`src/rtl/sha256_pkg.sv`:
```
// ----------------------------------------------------------------------------
// sha256_pkg
// Shared types and constants of the byte-stream SHA-256 hasher: request
// kinds, sequencer states, initial hash values and round constants.
// ----------------------------------------------------------------------------
package sha256_pkg;

	localparam logic REQ_ABSORB = 1'b0;
	localparam logic REQ_FINISH = 1'b1;

	localparam logic [7:0] PAD_BYTE = 8'h80;
	localparam logic [5:0] FILL_LAST = 6'd63;
	localparam logic [5:0] FILL_LAST_ZERO = 6'd55;
	localparam logic [5:0] ROUND_LAST = 6'd63;
	localparam logic [2:0] WORD_LAST = 3'd7;

	typedef enum logic [2:0] {
		ST_IDLE,
		ST_PAD_ONE,
		ST_PAD_ZERO,
		ST_PAD_LEN,
		ST_ROUND,
		ST_FOLD,
		ST_OUT
	} state_t;

	localparam logic [31:0] INIT_HASH [0:7] = '{
		32'h6a09e667, 32'hbb67ae85, 32'h3c6ef372, 32'ha54ff53a,
		32'h510e527f, 32'h9b05688c, 32'h1f83d9ab, 32'h5be0cd19
	};

	localparam logic [31:0] ROUND_K [0:63] = '{
		32'h428a2f98, 32'h71374491, 32'hb5c0fbcf, 32'he9b5dba5,
		32'h3956c25b, 32'h59f111f1, 32'h923f82a4, 32'hab1c5ed5,
		32'hd807aa98, 32'h12835b01, 32'h243185be, 32'h550c7dc3,
		32'h72be5d74, 32'h80deb1fe, 32'h9bdc06a7, 32'hc19bf174,
		32'he49b69c1, 32'hefbe4786, 32'h0fc19dc6, 32'h240ca1cc,
		32'h2de92c6f, 32'h4a7484aa, 32'h5cb0a9dc, 32'h76f988da,
		32'h983e5152, 32'ha831c66d, 32'hb00327c8, 32'hbf597fc7,
		32'hc6e00bf3, 32'hd5a79147, 32'h06ca6351, 32'h14292967,
		32'h27b70a85, 32'h2e1b2138, 32'h4d2c6dfc, 32'h53380d13,
		32'h650a7354, 32'h766a0abb, 32'h81c2c92e, 32'h92722c85,
		32'ha2bfe8a1, 32'ha81a664b, 32'hc24b8b70, 32'hc76c51a3,
		32'hd192e819, 32'hd6990624, 32'hf40e3585, 32'h106aa070,
		32'h19a4c116, 32'h1e376c08, 32'h2748774c, 32'h34b0bcb5,
		32'h391c0cb3, 32'h4ed8aa4a, 32'h5b9cca4f, 32'h682e6ff3,
		32'h748f82ee, 32'h78a5636f, 32'h84c87814, 32'h8cc70208,
		32'h90befffa, 32'ha4506ceb, 32'hbef9a3f7, 32'hc67178f2
	};

	function automatic logic [31:0] rotr(input logic [31:0] x, input int unsigned n);
		return (x >> n) | (x << (32 - n));
	endfunction

endpackage

```
`src/rtl/sha256_byte_stream_hasher.sv`:
```
// ----------------------------------------------------------------------------
// sha256_byte_stream_hasher
// SHA-256 over a byte stream with one shared round unit run by a sequencer.
// ----------------------------------------------------------------------------
// Usage:
//   Slave channel carries requests: s_tuser = 0 absorbs the byte in s_tdata,
//   s_tuser = 1 finishes the message. s_tready is high only while idle.
//   An absorb shifts its byte into the block; the byte that fills a 64-byte
//   block starts a compression (64 rounds on one round unit, then a fold).
//   A finish pads the message one byte per cycle through the same byte
//   shift line, pausing while a full block is compressed; for f buffered
//   bytes it compresses one block, or two when f >= 56.
//   The digest then leaves on the master channel as eight 32-bit words,
//   word 0 first, m_tuser giving the word index and m_tlast marking the
//   eighth; one word per cycle while m_tready is high. A stalled receiver
//   simply holds the current word; no request is taken until all eight
//   words are gone. After the last word the chaining state returns to the
//   initial hash values for the next message.
//   arst_n clears the sequencer, byte count and fill level and loads the
//   initial hash values at once; no clearing pass is needed.
// ----------------------------------------------------------------------------
module sha256_byte_stream_hasher (
	input  logic        clk,
	input  logic        arst_n,
	input  logic        s_tvalid,
	output logic        s_tready,
	input  logic [7:0]  s_tdata,   // data_byte
	input  logic        s_tuser,   // req_type
	output logic        m_tvalid,
	input  logic        m_tready,
	output logic [31:0] m_tdata,   // digest_word
	output logic [2:0]  m_tuser,   // word_index
	output logic        m_tlast    // last_word
);

	sha256_pkg::state_t state_q, state_d, ret_q, ret_d;

	logic [31:0] chain_q [0:7];
	logic [31:0] v_q [0:7];
	logic [31:0] w_q [0:15];
	logic [63:0] msg_q;
	logic [63:0] len_q;
	logic [5:0]  fill_q;
	logic [5:0]  rnd_q;
	logic [2:0]  idx_q;

	logic        shift_en;
	logic [7:0]  shift_byte;
	logic        absorb;
	logic        finish;
	logic        block_full;

	logic [31:0] big1, ch, t1, big0, maj, t2, ws0, ws1, w_new;

	assign absorb = s_tvalid && s_tready && (s_tuser == sha256_pkg::REQ_ABSORB);
	assign finish = s_tvalid && s_tready && (s_tuser == sha256_pkg::REQ_FINISH);
	assign block_full = shift_en && (fill_q == sha256_pkg::FILL_LAST);

	// round unit
	always_comb begin
		big1 = sha256_pkg::rotr(v_q[4], 6) ^ sha256_pkg::rotr(v_q[4], 11)
			^ sha256_pkg::rotr(v_q[4], 25);
		ch = (v_q[4] & v_q[5]) ^ (~v_q[4] & v_q[6]);
		t1 = v_q[7] + big1 + ch + sha256_pkg::ROUND_K[rnd_q] + w_q[0];
		big0 = sha256_pkg::rotr(v_q[0], 2) ^ sha256_pkg::rotr(v_q[0], 13)
			^ sha256_pkg::rotr(v_q[0], 22);
		maj = (v_q[0] & v_q[1]) ^ (v_q[0] & v_q[2]) ^ (v_q[1] & v_q[2]);
		t2 = big0 + maj;
		ws0 = sha256_pkg::rotr(w_q[1], 7) ^ sha256_pkg::rotr(w_q[1], 18) ^ (w_q[1] >> 3);
		ws1 = sha256_pkg::rotr(w_q[14], 17) ^ sha256_pkg::rotr(w_q[14], 19)
			^ (w_q[14] >> 10);
		w_new = w_q[0] + ws0 + w_q[9] + ws1;
	end

	// next state
	always_comb begin
		state_d = state_q;
		case (state_q)
			sha256_pkg::ST_IDLE: begin
				if (finish) begin
					state_d = sha256_pkg::ST_PAD_ONE;
				end else if (block_full) begin
					state_d = sha256_pkg::ST_ROUND;
				end
			end
			sha256_pkg::ST_PAD_ONE, sha256_pkg::ST_PAD_ZERO: begin
				if (fill_q == sha256_pkg::FILL_LAST) begin
					state_d = sha256_pkg::ST_ROUND;
				end else if (fill_q == sha256_pkg::FILL_LAST_ZERO) begin
					state_d = sha256_pkg::ST_PAD_LEN;
				end else begin
					state_d = sha256_pkg::ST_PAD_ZERO;
				end
			end
			sha256_pkg::ST_PAD_LEN: begin
				if (fill_q == sha256_pkg::FILL_LAST) begin
					state_d = sha256_pkg::ST_ROUND;
				end
			end
			sha256_pkg::ST_ROUND: begin
				if (rnd_q == sha256_pkg::ROUND_LAST) begin
					state_d = sha256_pkg::ST_FOLD;
				end
			end
			sha256_pkg::ST_FOLD: begin
				state_d = ret_q;
			end
			sha256_pkg::ST_OUT: begin
				if (m_tready && idx_q == sha256_pkg::WORD_LAST) begin
					state_d = sha256_pkg::ST_IDLE;
				end
			end
			default: begin
				state_d = sha256_pkg::ST_IDLE;
			end
		endcase
	end

	// outputs
	always_comb begin
		s_tready = 1'b0;
		m_tvalid = 1'b0;
		shift_en = 1'b0;
		shift_byte = s_tdata;
		ret_d = sha256_pkg::ST_PAD_ZERO;
		case (state_q)
			sha256_pkg::ST_IDLE: begin
				s_tready = 1'b1;
				shift_en = s_tvalid && (s_tuser == sha256_pkg::REQ_ABSORB);
				ret_d = sha256_pkg::ST_IDLE;
			end
			sha256_pkg::ST_PAD_ONE: begin
				shift_en = 1'b1;
				shift_byte = sha256_pkg::PAD_BYTE;
			end
			sha256_pkg::ST_PAD_ZERO: begin
				shift_en = 1'b1;
				shift_byte = 8'h00;
			end
			sha256_pkg::ST_PAD_LEN: begin
				shift_en = 1'b1;
				shift_byte = len_q[63:56];
				ret_d = sha256_pkg::ST_OUT;
			end
			sha256_pkg::ST_OUT: begin
				m_tvalid = 1'b1;
			end
			default: begin
				s_tready = 1'b0;
			end
		endcase
	end

	assign m_tdata = chain_q[idx_q];
	assign m_tuser = idx_q;
	assign m_tlast = (idx_q == sha256_pkg::WORD_LAST);

	// control and chaining state
	always_ff @(posedge clk or negedge arst_n) begin
		if (!arst_n) begin
			state_q <= sha256_pkg::ST_IDLE;
			ret_q <= sha256_pkg::ST_IDLE;
			msg_q <= '0;
			fill_q <= '0;
			rnd_q <= '0;
			idx_q <= '0;
			for (int i = 0; i < 8; i++) begin
				chain_q[i] <= sha256_pkg::INIT_HASH[i];
			end
		end else begin
			state_q <= state_d;
			if (block_full) begin
				ret_q <= ret_d;
			end
			if (absorb) begin
				msg_q <= msg_q + 64'd1;
			end
			if (shift_en) begin
				fill_q <= fill_q + 6'd1;
			end
			if (state_q == sha256_pkg::ST_ROUND) begin
				rnd_q <= rnd_q + 6'd1;
			end
			if (state_q == sha256_pkg::ST_FOLD) begin
				for (int i = 0; i < 8; i++) begin
					chain_q[i] <= chain_q[i] + v_q[i];
				end
			end
			if (m_tvalid && m_tready) begin
				idx_q <= idx_q + 3'd1;
				if (m_tlast) begin
					msg_q <= '0;
					for (int i = 0; i < 8; i++) begin
						chain_q[i] <= sha256_pkg::INIT_HASH[i];
					end
				end
			end
		end
	end

	// block shift line, message schedule window, working variables
	always_ff @(posedge clk) begin
		if (finish) begin
			len_q <= {msg_q[60:0], 3'b000};
		end else if (state_q == sha256_pkg::ST_PAD_LEN) begin
			len_q <= {len_q[55:0], 8'h00};
		end
		if (shift_en) begin
			for (int i = 0; i < 15; i++) begin
				w_q[i] <= {w_q[i][23:0], w_q[i + 1][31:24]};
			end
			w_q[15] <= {w_q[15][23:0], shift_byte};
		end else if (state_q == sha256_pkg::ST_ROUND) begin
			for (int i = 0; i < 15; i++) begin
				w_q[i] <= w_q[i + 1];
			end
			w_q[15] <= w_new;
		end
		if (block_full) begin
			for (int i = 0; i < 8; i++) begin
				v_q[i] <= chain_q[i];
			end
		end else if (state_q == sha256_pkg::ST_ROUND) begin
			v_q[7] <= v_q[6];
			v_q[6] <= v_q[5];
			v_q[5] <= v_q[4];
			v_q[4] <= v_q[3] + t1;
			v_q[3] <= v_q[2];
			v_q[2] <= v_q[1];
			v_q[1] <= v_q[0];
			v_q[0] <= t1 + t2;
		end
	end

`ifndef ASSERT_OFF
	a_no_overlap: assert property (@(posedge clk) disable iff (!arst_n)
		!(s_tready && m_tvalid))
		else $error("request taken while digest pending");

	a_finish_busy: assert property (@(posedge clk) disable iff (!arst_n)
		(s_tvalid && s_tready && s_tuser == sha256_pkg::REQ_FINISH) |=>
		(!s_tready && !m_tvalid))
		else $error("finish did not start padding");

	a_last_idle: assert property (@(posedge clk) disable iff (!arst_n)
		(m_tvalid && m_tready && m_tlast) |=> (s_tready && fill_q == 6'd0))
		else $error("not idle after last digest word");

	a_round_fold: assert property (@(posedge clk) disable iff (!arst_n)
		(state_q == sha256_pkg::ST_ROUND && rnd_q == sha256_pkg::ROUND_LAST) |=>
		(state_q == sha256_pkg::ST_FOLD && rnd_q == 6'd0))
		else $error("compression did not end in fold");
`endif

endmodule

```
`config.mk`:
```
export PLATFORM = sky130hd
export DESIGN_NAME = sha256_byte_stream_hasher
export DESIGN_NICKNAME = d
export VERILOG_FILES = /design/src/rtl/sha256_pkg.sv /design/src/rtl/sha256_byte_stream_hasher.sv
export SDC_FILE = /design/constraint.sdc
export NUM_CORES = 2
export LEC_CHECK = 0
export BUFFER_PORTS_ARGS = -buffer_cell sky130_fd_sc_hd__buf_4
export CAP_MARGIN = 20
export CORE_ASPECT_RATIO = 0.5
export CORE_MARGIN = 2
export CORE_UTILIZATION = 40
export CTS_CLUSTER_DIAMETER = 60
export CTS_CLUSTER_SIZE = 40
export DETAILED_ROUTE_END_ITERATION = 7
export HOLD_SLACK_MARGIN = 0.12
export PLACE_DENSITY = 0.6
export SLEW_MARGIN = 20
export SYNTH_ARGS = -nofsm -noshare
export SYNTH_HDL_FRONTEND = slang
export SYNTH_SLANG_ARGS = --single-unit
```
`constraint.sdc`:
```
create_clock -name clk -period 12.6 [get_ports clk]
set_input_delay 1.26 -clock clk [delete_from_list [all_inputs] [get_ports clk]]
set_output_delay 1.26 -clock clk [all_outputs]
set_load 0.05 [all_outputs]
```
==> out/qor.txt <==
Hold Path End = fill_q[5]
syn_nets = 9044
later-pin clock latency in the skew report = 0.76 ns
critical path's largest stage delay = 0.67 ns
Seq. cell area = 33510 µm²
die area = 199500 µm²
R2R Setup Slk = 2.02 ns
max-cap check violation count = 0
FF-to-FF path depth = 37
clock sinks = 1166
post-synth top area share = 31.80%
# fillers = 18.74k
Yosys warnings = 0
Cell Area, Synth = 78290 µm²
Crit Path Category = reg2reg
H-tree depth = 3
Die X = 629.7 µm
worst path required time = 13.18 ns
crit path capture type = flop
clock transition at the registers of the reported paths = 0.09 ns
Overflow after GRT = 0
FF-to-FF Start = rnd_q[0]
Multi-input gate area = 41890 µm²
actual slew at the worst max-slew pin = 1.189 ns
Hold Crit Start = fill_q[5]
GRT met3 Usage = 3.268%
global routing met1 resource utilization = 34.23%
DRC errors left = 0
Post-CTS Setup Bufs = 0
placed cells = 10.70k
wire length per cell = 22.37 µm
worst hold path type = reg2reg
Max Slew Vio Count = 0
GR Util All Layers = 24.00%
gr busiest metal = met2
post-synth top area cell = edfxtp_1
initial core utilization = 40.39%
Seq/Total Area, Yosys = 42.79%
# rows = 114
CORE AREA = 193800 µm²
ys flop type = edfxtp_1
critical-path cell with the highest stage delay = ha_1
Max Clk Rate = 94.50 MHz
Relative slew margins = 19.87%
RSZ-0062 raised after global routing = false
Yosys reg bits = 1166
fin crit period = 10.58 ns
fin cells = 10.86k
Post-Synthesis Cells = 8442
nets = 8781
status = complete, no violations
ANT nets after route = 0
CTS buffer count = 84
initial antenna violation count = 5
met2 Use GR = 37.17%
# setup viols final = 0
Placer Congestion = 0.9814
CTS max path bufs = 3
vias per std cell = 5.549
Final HPWL DP = 175.6 mm
PortBufs = 50
FF-to-FF End = v_q[0][31]
pin count of the biggest net entering global routing = 234
Root Buffer = clkbuf_16
setup TNS = 0 ns
Setup crit start kind = flop
routed vias = 60.28k
commonest non-fill, non-tap cells in the layout = nand2_1, edfxtp_1, a21oi_1
vias in the first global route = 57.50k
post-route clock skew = 0.05354 ns
TritonRoute pass-1 iters = 6
CTS tree = done
CTS resizes = 0
DP Area = 80900 µm²
syn avg cell area = 9.274 µm²
Final Hold Viols = 0
Area contributors post-synth = edfxtp_1, nand2_1, dfrtp_1, ha_1, fa_1
share of layout cells above drive strength 1 = 8.072%
final WL = 243.0 mm
number of synthesized flops with an enable pin = 829
worst path arrival time = 11.16 ns
fraction of registers with async set/reset = 28.90%
Yosys cell types = 98
die height = 316.8 µm
crit-path max FO = 14
final period utilization = 83.98%
I/O pins = 51
first-pass GRT wire length = 365.7 mm
most common cell after layout, fill and taps aside = nand2_1
Iter 0 DRT Violations = 6224
Area Overhead vs Synth = 7.443%
hold bufs inserted after CTS = 0
cell area after layout = 84120 µm²
Hold Path Cell Cnt = 1
[Yosys cell counts (21+ instances only)]
master and instances:
nor3_1 95, mux2_2 109, and2_1 26, fa_1 195
nor2_1 313, clkbuf_1 427, dfstp_2 136, a31oi_1 38
nor2b_1 52, and3_1 41, mux4_2 72, xnor2_1 409
a21oi_1 468, dfrtp_1 201, nand2_1 2564, buf_1 38
mux2i_1 21, nand4_1 29, a211oi_1 56, ha_1 394
o21bai_1 59, o21a_1 59, inv_1 327, o31ai_1 33
nand2b_1 64, o211ai_1 122, xor2_1 206, or3_1 49
o21ai_0 419, a21o_1 180, edfxtp_1 829, nand3_1 120
[metrics by stage]
stage,utilization (%),hold slack (ns),worst slack [ns]
5_1_grt,43.39,0.5148,1.282
3_3_place_gp,41.73,0.4619,2.257
3_5_place_dp,41.73,0.4579,2.113
6_report,43.39,0.4773,2.018
2_1_floorplan,-,0.4423,3.787
4_1_cts,43.39,0.4780,2.095
[worst max-delay path: cells and delay by family (launching register included)]
kind	cells	cell delay, ns
simple gates	6	0.94
buf+inv	6	0.95
compound gates	16	4.04
flops	1	0.64
fa+ha+maj	7	3.31
xor+xnor	2	0.55
[logic make-up after synthesis]
| kind of cell | count (synthesis) | share of synthesized area [%] |
|---|---|---|
| xor+xnor | 616 | 6.909 |
| compound gates | 1623 | 13.02 |
| mux | 202 | 3.908 |
| fa+ha+maj | 592 | 11.32 |
| simple gates | 3444 | 18.21 |
| flops | 1166 | 42.79 |
| buf+inv | 799 | 3.847 |
[worst max path at each step]
stage                         from    endpoint  slack [ns]  cells after the start
final                     rnd_q[0]  v_q[0][31]        2.02                     37
after global routing      rnd_q[0]  v_q[0][31]        1.28                     37
after CTS                 rnd_q[0]  v_q[0][31]        2.10                     37
after detailed placement  rnd_q[0]  v_q[0][31]        2.11                     37
after global placement    rnd_q[0]  v_q[0][31]        2.26                     37
after floorplan            s_tuser   w_q[0][0]        3.79                      5
[layout make-up]
class,instances,area share (%)
Multi-Input combinational cell,6477,49.80
Sequential cell,1166,39.84
Tap cell,2610,3.882
Clock buffer,90,2.602
Inverter,331,1.477
Clock inverter,68,1.221
Timing Repair Buffer,119,1.175
Antenna cell,2,0.005950
[state kept, by name, indices dropped and copies added, names as in the netlist]
name     cells
fill_q       6
msg_q       61
m_tuser      3
state_q      3
ret_q        2
w_q        512
v_q        256
rnd_q        6
len_q       61
chain_q    256
[per-layer routing]
layer	up-vias	wire (µm)
li1	28510	-
met1	29500	110500
met2	1915	106400
met3	353	15680
met4	4	10300
met5	-	27
Power is left out: the tool's default activity adds up to more than one toggle a clock period on the data nets, which glitch-free logic cannot reach.
